[config.mk]
export PLATFORM = sky130hd
export DESIGN_NAME = spi_master_bit_engine
export DESIGN_NICKNAME = d
export VERILOG_FILES = /design/src/spi_mbe_pkg.sv /design/src/spi_master_bit_engine.sv
export SDC_FILE = /design/constraint.sdc
export NUM_CORES = 1
export LEC_CHECK = 0
export BUFFER_PORTS_ARGS = -buffer_cell sky130_fd_sc_hd__buf_2
export CELL_PAD_IN_SITES_DETAIL_PLACEMENT = 0
export CELL_PAD_IN_SITES_GLOBAL_PLACEMENT = 2
export CORE_MARGIN = 2
export CORE_UTILIZATION = 30
export CTS_CLUSTER_DIAMETER = 120
export DETAILED_ROUTE_END_ITERATION = 6
export HOLD_SLACK_MARGIN = 0.02
export PLACE_DENSITY = 0.74
export SYNTH_ARGS = -nofsm -noshare
export SYNTH_HDL_FRONTEND = slang
export SYNTH_SLANG_ARGS = --single-unit
[constraint.sdc]
create_clock -name clk_i -period 6.4 [get_ports clk_i]
set_input_delay 0.64 -clock clk_i [delete_from_list [all_inputs] [get_ports clk_i]]
set_output_delay 0.64 -clock clk_i [all_outputs]
set_load 0.02 [all_outputs]
[src/spi_mbe_pkg.sv]
// spi_mbe_pkg: shared types and constants of the spi master bit engine
// no dependencies; imported by spi_master_bit_engine
package spi_mbe_pkg;

  // stream and configuration port widths, engine field widths and the default delay width
  localparam int unsigned InDataW          = 16;
  localparam int unsigned OutDataW         = 16;
  localparam int unsigned CfgIdxW          = 2;
  localparam int unsigned CfgDataW         = 16;
  localparam int unsigned ByteW            = 8;
  localparam int unsigned BitIdxW          = 3;
  localparam int unsigned DefaultDelayBits = 16;

  // register reset values
  localparam logic [CfgDataW-1:0] HalfPeriodReset  = 16'd1;
  localparam logic [CfgDataW-1:0] ByteGapReset     = 16'd0;
  localparam logic                DriveSelectReset = 1'b1;

  // configuration register indexes
  typedef enum logic [CfgIdxW-1:0] {
    CFG_HALF_PERIOD  = 2'd0,
    CFG_BYTE_GAP     = 2'd1,
    CFG_DRIVE_SELECT = 2'd2
  } cfg_reg_e;

  // bit engine phases
  typedef enum logic [2:0] {
    PH_IDLE       = 3'd0,
    PH_SEL_WAIT   = 3'd1,
    PH_LOW_WAIT   = 3'd2,
    PH_HIGH_WAIT  = 3'd3,
    PH_GAP        = 3'd4,
    PH_NEXT       = 3'd5,
    PH_DESEL_WAIT = 3'd6
  } phase_e;

endpackage

[src/spi_master_bit_engine.sv]
// spi_master_bit_engine: mode 0, msb first spi master advanced one tick per item
// depends on spi_mbe_pkg
//
//  channel  | direction | contents
//  ---------+-----------+----------------------------------------------------
//  s_axis   | in        | one tick: start request, byte, last mark, pin levels
//  m_axis   | out       | pin levels, received byte, ready and done flags
//  cfg      | in        | register index and write data
//
// one item is accepted per cycle unless input stalls; its result is registered and shown the next cycle
// the result register parts the two sides: input stalls only while a result waits and m_axis_tready is low
// reset leaves the engine idle, select high, sclk and mosi low, registers at defaults
// configuration writes are always taken
module spi_master_bit_engine #(
  parameter int unsigned DELAY_BITS = spi_mbe_pkg::DefaultDelayBits
) (
  input  logic                              clk_i,
  input  logic                              rst_ni,
  // [0] start_req, [8:1] tx_byte, [9] miso_level, [10] select_level, rest zero
  input  logic [spi_mbe_pkg::InDataW-1:0]   s_axis_tdata,
  input  logic                              s_axis_tlast,   // last_byte
  input  logic                              s_axis_tvalid,
  output logic                              s_axis_tready,
  // [0] sclk, [1] mosi, [2] select_out, [3] rx_valid, [11:4] rx_byte,
  // [12] ready_res, [13] transfer_done, rest zero
  output logic [spi_mbe_pkg::OutDataW-1:0]  m_axis_tdata,
  output logic                              m_axis_tvalid,
  input  logic                              m_axis_tready,
  input  logic                              cfg_valid_i,
  output logic                              cfg_ready_o,
  input  logic [spi_mbe_pkg::CfgIdxW-1:0]   cfg_index_i,
  input  logic [spi_mbe_pkg::CfgDataW-1:0]  cfg_data_i
);
  import spi_mbe_pkg::*;

  localparam int unsigned CmpW = (DELAY_BITS > CfgDataW) ? DELAY_BITS : CfgDataW;
  localparam logic [CmpW-1:0] WaitMax = CmpW'({DELAY_BITS{1'b1}});

  // configuration registers
  logic [CfgDataW-1:0] half_period_q, byte_gap_q;
  logic                drive_sel_q;

  // engine state
  phase_e               phase_q, phase_d;
  logic [BitIdxW-1:0]   bit_idx_q, bit_idx_d;
  logic [DELAY_BITS-1:0] wait_q, wait_d;
  logic [ByteW-1:0]     tx_shift_q, tx_shift_d;
  logic [ByteW-1:0]     rx_shift_q, rx_shift_d;
  logic                 final_q, final_d;
  logic                 sclk_q, sclk_d;
  logic                 mosi_q, mosi_d;
  logic                 sel_q, sel_d;

  // result register
  logic                 m_valid_q, m_valid_d;
  logic [OutDataW-1:0]  m_data_q, m_data_d;

  // input fields
  logic             in_start, in_last, in_miso, in_sel, in_acc;
  logic [ByteW-1:0] in_byte;

  // saturated wait loads and per-tick results
  logic [DELAY_BITS-1:0] half_load, gap_load;
  logic                  rx_valid, done;
  logic [ByteW-1:0]      rx_byte;

  assign in_start = s_axis_tdata[0];
  assign in_byte  = s_axis_tdata[ByteW:1];
  assign in_miso  = s_axis_tdata[ByteW+1];
  assign in_sel   = s_axis_tdata[ByteW+2];
  assign in_last  = s_axis_tlast;

  assign s_axis_tready = !m_valid_q || m_axis_tready;
  assign in_acc        = s_axis_tvalid && s_axis_tready;
  assign cfg_ready_o   = 1'b1;

  assign m_axis_tvalid = m_valid_q;
  assign m_axis_tdata  = m_data_q;

  // configuration writes, unknown indexes dropped
  always_ff @(posedge clk_i or negedge rst_ni) begin
    if (!rst_ni) begin
      half_period_q <= HalfPeriodReset;
      byte_gap_q    <= ByteGapReset;
      drive_sel_q   <= DriveSelectReset;
    end else if (cfg_valid_i) begin
      unique case (cfg_index_i)
        CFG_HALF_PERIOD:  half_period_q <= cfg_data_i;
        CFG_BYTE_GAP:     byte_gap_q    <= cfg_data_i;
        CFG_DRIVE_SELECT: drive_sel_q   <= cfg_data_i[0];
        default: ;
      endcase
    end
  end

  // wait loads saturate at the counter width
  always_comb begin
    half_load = (CmpW'(half_period_q) > WaitMax) ? DELAY_BITS'(WaitMax)
                                                 : DELAY_BITS'(CmpW'(half_period_q));
    gap_load  = (CmpW'(byte_gap_q) > WaitMax) ? DELAY_BITS'(WaitMax)
                                              : DELAY_BITS'(CmpW'(byte_gap_q));
  end

  // state registers
  always_ff @(posedge clk_i or negedge rst_ni) begin
    if (!rst_ni) begin
      phase_q    <= PH_IDLE;
      bit_idx_q  <= '0;
      wait_q     <= '0;
      tx_shift_q <= '0;
      rx_shift_q <= '0;
      final_q    <= 1'b0;
      sclk_q     <= 1'b0;
      mosi_q     <= 1'b0;
      sel_q      <= 1'b1;
      m_valid_q  <= 1'b0;
    end else begin
      phase_q    <= phase_d;
      bit_idx_q  <= bit_idx_d;
      wait_q     <= wait_d;
      tx_shift_q <= tx_shift_d;
      rx_shift_q <= rx_shift_d;
      final_q    <= final_d;
      sclk_q     <= sclk_d;
      mosi_q     <= mosi_d;
      sel_q      <= sel_d;
      m_valid_q  <= m_valid_d;
    end
  end

  // result payload
  always_ff @(posedge clk_i) begin
    if (in_acc) begin
      m_data_q <= m_data_d;
    end
  end

  // next state for one tick
  always_comb begin
    phase_d    = phase_q;
    bit_idx_d  = bit_idx_q;
    wait_d     = wait_q;
    tx_shift_d = tx_shift_q;
    rx_shift_d = rx_shift_q;
    final_d    = final_q;
    sclk_d     = sclk_q;
    mosi_d     = mosi_q;
    sel_d      = sel_q;
    rx_valid   = 1'b0;
    rx_byte    = '0;
    done       = 1'b0;

    if (in_acc) begin
      unique case (phase_q)
        PH_SEL_WAIT: begin
          if (drive_sel_q || !in_sel) begin
            if (drive_sel_q) sel_d = 1'b0;
            sclk_d    = 1'b0;
            bit_idx_d = '0;
            mosi_d    = tx_shift_q[ByteW-1];
            wait_d    = half_load;
            phase_d   = PH_LOW_WAIT;
          end
        end
        PH_LOW_WAIT: begin
          if (wait_q != '0) begin
            wait_d = wait_q - DELAY_BITS'(1);
          end else begin
            sclk_d     = 1'b1;
            rx_shift_d = {rx_shift_q[ByteW-2:0], in_miso};
            wait_d     = half_load;
            phase_d    = PH_HIGH_WAIT;
          end
        end
        PH_HIGH_WAIT: begin
          if (wait_q != '0) begin
            wait_d = wait_q - DELAY_BITS'(1);
          end else begin
            sclk_d = 1'b0;
            if (bit_idx_q == '1) begin
              rx_valid = 1'b1;
              rx_byte  = rx_shift_q;
              wait_d   = gap_load;
              phase_d  = PH_GAP;
            end else begin
              bit_idx_d  = bit_idx_q + BitIdxW'(1);
              tx_shift_d = {tx_shift_q[ByteW-2:0], 1'b0};
              mosi_d     = tx_shift_q[ByteW-2];
              wait_d     = half_load;
              phase_d    = PH_LOW_WAIT;
            end
          end
        end
        PH_GAP: begin
          if (wait_q != '0) begin
            wait_d = wait_q - DELAY_BITS'(1);
          end else if (!final_q) begin
            phase_d = PH_NEXT;
          end else if (drive_sel_q || in_sel) begin
            sel_d   = 1'b1;
            phase_d = PH_IDLE;
            done    = 1'b1;
          end else begin
            phase_d = PH_DESEL_WAIT;
          end
        end
        PH_NEXT: begin
          if (in_start) begin
            tx_shift_d = in_byte;
            final_d    = in_last;
            if (drive_sel_q) sel_d = 1'b0;
            sclk_d     = 1'b0;
            bit_idx_d  = '0;
            mosi_d     = in_byte[ByteW-1];
            wait_d     = half_load;
            phase_d    = PH_LOW_WAIT;
          end
        end
        PH_DESEL_WAIT: begin
          if (drive_sel_q || in_sel) begin
            sel_d   = 1'b1;
            phase_d = PH_IDLE;
            done    = 1'b1;
          end
        end
        default: begin
          // idle, and any code without meaning
          phase_d = PH_IDLE;
          if (in_start) begin
            tx_shift_d = in_byte;
            final_d    = in_last;
            if (drive_sel_q || !in_sel) begin
              if (drive_sel_q) sel_d = 1'b0;
              sclk_d    = 1'b0;
              bit_idx_d = '0;
              mosi_d    = in_byte[ByteW-1];
              wait_d    = half_load;
              phase_d   = PH_LOW_WAIT;
            end else begin
              phase_d = PH_SEL_WAIT;
            end
          end
        end
      endcase
    end

    // result item from the levels after this tick
    m_data_d = {{(OutDataW-ByteW-6){1'b0}}, done,
                (phase_d == PH_IDLE) || (phase_d == PH_NEXT),
                rx_byte, rx_valid, sel_d, mosi_d, sclk_d};

    // output register fills on accept and drains on take
    priority if (in_acc) begin
      m_valid_d = 1'b1;
    end else if (m_axis_tready) begin
      m_valid_d = 1'b0;
    end else begin
      m_valid_d = m_valid_q;
    end
  end

  // sclk is high only through the high half of a bit
  assert property (@(posedge clk_i) disable iff (!rst_ni)
    sclk_q |-> (phase_q == PH_HIGH_WAIT))
    else $error("sclk high outside the high half period");

  // select is released whenever the engine is idle
  assert property (@(posedge clk_i) disable iff (!rst_ni)
    (phase_q == PH_IDLE) |-> sel_q)
    else $error("select driven while idle");

  // the byte gap only follows the eighth bit
  assert property (@(posedge clk_i) disable iff (!rst_ni)
    (phase_q == PH_GAP) |-> (bit_idx_q == '1))
    else $error("byte gap entered before the eighth bit");

  // every accepted item leaves a result in the output register
  assert property (@(posedge clk_i) disable iff (!rst_ni)
    in_acc |=> m_valid_q)
    else $error("accepted item produced no result");

endmodule
==> impl.org <==
** Clocking
- Cts bufs inserted :: 9
- Clock-pin slew was measured on the worst setup and hold paths at 0.06 ns.
- The number of gates resized after CTS was 0.
- After clock tree synthesis, the flow added hold-fix buffers numbering 0.
- TritonCTS built the clock tree.
- The tree built by TritonCTS fans out to 90 sinks.
- No sink is reached through more buffers than the 2 on the longest clock path.
- Root Buffer :: sky130_fd_sc_hd__clkbuf_16
- Clock network latency to the later pin of the worst-skew pair :: 0.34 ns
- After clock tree synthesis, the setup repair step added 0 buffers.
- The H-tree was split into 3 levels.

** Detailed routing
- Number of optimization iterations in the first detailed-route pass :: 5
- Detailed routing inserted a total of 3588 vias.
- Detailed router's first-iteration violation count :: 260
- The count of nets left with antenna violations once routing finished came out at 0.
- Routed wire length :: 11500 um
- Dividing the detail-routed via count by the number of cells gives 5.05.
- After detailed routing, the number of remaining DRC violations is 0.
- Average wire per standard cell :: 16.2 um

** Final layout
- Final-layout fill cell count :: 1606
- # diodes :: 0
- Measured on the finished design, the core utilization comes to 34.9%.
- Cells with a size suffix above 1 make up 26.7% of the layout.
- Top library cells by usage in the layout, fill and taps aside :: sky130_fd_sc_hd__dfrtp_1 (73), sky130_fd_sc_hd__buf_2 (49), sky130_fd_sc_hd__nor2_1 (44)
- Most common cell after layout, fill and taps aside :: sky130_fd_sc_hd__dfrtp_1
- After routing the design area is 5480 um2.
- From synthesis to final layout, the design area changed by 15.1%.
- Excluding fillers, the count of instances in the completed layout stands at 711.
- Final layout net count :: 534

** Synth
- The average instance in the mapped netlist occupies 10.5 um2.
- Synthesized-area fraction occupied by ao, oa, aoi and oai cells :: 16.8%
- Proportion of synthesized area in mux cells :: 11.6%
- Among all flip-flop cells after synthesis, the most frequent one is sky130_fd_sc_hd__dfrtp_1.
- Portion of the post-synthesis area used by sequential elements :: 48.8%
- Proportion of synthesized flip-flops having asynchronous set or reset :: 84.4%
- Summing the areas of all fa, ha and maj instances in the mapped netlist gives 1.05% of the synthesized area.
- Summing the areas of all and, or, nand and nor instances in the mapped netlist gives 17.0% of the synthesized area.
- Register bit count reported by yosys :: 90
- Yosys synthesis warning count :: 0
- Synth Area in XOR/XNOR :: 0.368%
- Yosys mapped a number of flops with a built-in enable equal to 14.
- The number of different library cells used by synthesis comes to 75.
- Cell area after technology mapping :: 4760 um2
- By area, the combinational part of the netlist is dominated by simple AND/OR/NAND/NOR gates.
- Synth Instances :: 454

** Power and ir drop
- The internal power of the cells totals 1.38 mW.
- Of the total power, the clock network draws 27.4%.
- Summed over all nets, the switching power comes to 0.805 mW.
- Power per standard cell area :: 399 nW/um2
- Sequential Power Share :: 40.9%
- Gate power share :: 31.7%
- For this design the static power due to leakage is 2.27 nW.
- The worst-case IR drop observed on VDD is 136 uV.
- Switching Share :: 36.8%
- Overall power after layout :: 2.19 mW

** Run status
- The flow ran to the end, and the final reports show no timing, DRC or antenna violations.

** Global routing
- Overall Global Routing Usage :: 14.8%
- Total gr overflow :: 0
- Wire length of the first global-routing pass :: 19300 um
- The number of antenna violations at the first check in global routing came to 0.
- Entering global routing, the biggest net connects 77 pins.
- Vias in the first global route :: 3581

** Critical path
- CP Data Required Time :: 6.63 ns
- Data on the critical path arrives at its endpoint at 3.37 ns.
- STA classifies the critical path endpoint as a flip-flop.
- Critical path fanouts, max :: 27
- Critical Path Source Type :: primary input
- The setup path with the least slack is of type in2reg.

** Place
- Counting tap cells, the placed design contains a total of 695 instances.
- The wire-length estimate of the detail-placed layout is 7910 um.
- Setup slack after placement :: 2.88 ns
- In this run the tool buffered the top-level ports with 50 buffer cells.
- Placed inst area :: 5140 um2
- Placer's final routability congestion estimate :: 0.835

** Die
- Once the floorplan was initialized, standard cells occupied 30.3% of the core.
- In this run the horizontal extent of the chip is 130 um.
- The floorplan step set the die height to 130 um.
- After floorplanning, the core was divided into 46 placement rows.
- During I/O placement, the number of pins put on the boundary was 59.
- Die Area :: 16900 um2
- Placeable core region :: 15700 um2

** STA
- The worst path uses 49.1% of the clock period.
- Setup repair after global routing left no endpoint under its margin.
- Transition at the pin with the smallest max-transition slack :: 0.987 ns
- Between clock sinks in the finished design, the worst skew comes to 0.0116 ns.
- WHS :: 0.467 ns
- Least setup slack across all paths after layout :: 3.26 ns
- Setup violations remaining at the end of the flow were counted as 0.
- Final-layout setup total negative slack :: 0 ns
- The final-report max-slew violation count came to 0.
- Period minus WS final :: 3.14 ns
- Based on the critical path, the design can be clocked at up to 318 MHz.
- Worst slew margin relative to its limit :: 34.2%
- Final hold viol count :: 0

** Worst hold path
- In this run the worst hold path is classified as in2async.

** Job
- The tool flagged a number of max-cap violations equal to 0.
## worst max-delay path, stage by stage
cell and delay, ns:
sky130_fd_sc_hd__buf_2 0.09, sky130_fd_sc_hd__nand2b_1 0.17, sky130_fd_sc_hd__nand2_2 0.19, sky130_fd_sc_hd__clkinv_1 0.67
sky130_fd_sc_hd__o221ai_2 0.37, sky130_fd_sc_hd__or2_1 0.75, sky130_fd_sc_hd__o21ai_0 0.22, sky130_fd_sc_hd__a211o_1 0.26
## worst paths after layout
kind | from | to | slack [ns] | depth (start not counted)
max in group asynchronous | rst_ni | wait_q[6] | 5.31 | 1
max reg2reg | wait_q[0] | wait_q[0] | 3.35 | 8
min | rst_ni | tx_shift_q[4] | 0.47 | 1
min in group clk_i | rx_shift_q[7] | rx_shift_q[7] | 0.50 | 1
min reg2reg | rx_shift_q[7] | rx_shift_q[7] | 0.50 | 1
max | m_axis_tready | wait_q[0] | 3.26 | 8
## cells in the mapped netlist (all sizes together), types with 3 or more instances
| library cell | number | share of area [%] |
|---|---|---|
| nor2 | 48 | 4.4 |
| buf | 23 | 3.1 |
| dfrtp | 73 | 38 |
| nand4 | 3 | 0.53 |
| o2bb2ai | 4 | 0.74 |
| a21oi | 36 | 4.0 |
| mux2i | 8 | 1.7 |
| o31ai | 5 | 0.79 |
| o211ai | 3 | 0.47 |
| nand3 | 12 | 1.3 |
| and2 | 11 | 1.4 |
| a221oi | 9 | 1.7 |
| o21ai | 41 | 4.5 |
| nor4 | 7 | 1.5 |
| edfxtp | 14 | 8.8 |
| mux2 | 42 | 9.9 |
| clkbuf | 5 | 0.42 |
| inv | 7 | 0.55 |
| nand2b | 5 | 0.66 |
| ha | 4 | 1.1 |
| or2 | 3 | 0.39 |
| nor3 | 18 | 2.2 |
| nand2 | 29 | 2.5 |
| dfstp | 3 | 1.7 |
## power groups by stage
| stage | sequential (mW) | clock (mW) | combinational [mW] |
|---|---|---|---|
| after CTS | 0.893 | 0.616 | 0.702 |
| final | 0.895 | 0.601 | 0.694 |
| after global routing | 0.919 | 0.647 | 0.783 |
| after global placement | 0.898 | 0 | 0.685 |
| after floorplan | 0.834 | 0 | 0.588 |
| after detailed placement | 0.902 | 0 | 0.698 |
## cell families after synthesis
logic type / Yosys count
compound gates: 123
xor+xnor: 2
fa+ha+maj: 4
buf+inv: 36
flops: 90
mux: 50
other cells: 2
simple gates: 147
## metal layers
layer / GRT usage, % / wire [um] / vias up
met4: 4.68 / 159 / 0
met1: 20.7 / 5650 / 1751
met5: 0 / 0 / -
met2: 23.1 / 5210 / 93
met3: 2.79 / 497 / 12
li1: - / - / 1732
## flip-flops by register name (all words and copies together) (netlist names)
name / cells
half_period_q: 16
rx_shift_q: 8
m_axis_tdata: 14
mosi_q: 1
wait_q: 16
sclk_q: 1
m_axis_tvalid: 1
drive_sel_q: 1
phase_q: 3
bit_idx_q: 3
byte_gap_q: 16
sel_q: 1
final_q: 1
tx_shift_q: 8
## final cells by class
cell class	instances	area, um2	area share [%]
Timing Repair Buffer	52	268	4.88
Sequential cell	90	2330	42.4
Inverter	8	30.0	0.548
Tap cell	216	270	4.93
Multi-Input combinational cell	329	2250	41.0
Clock inverter	3	68.8	1.26
Clock buffer	13	272	4.95
No activity file was read; power rests on OpenSTA's default activity.
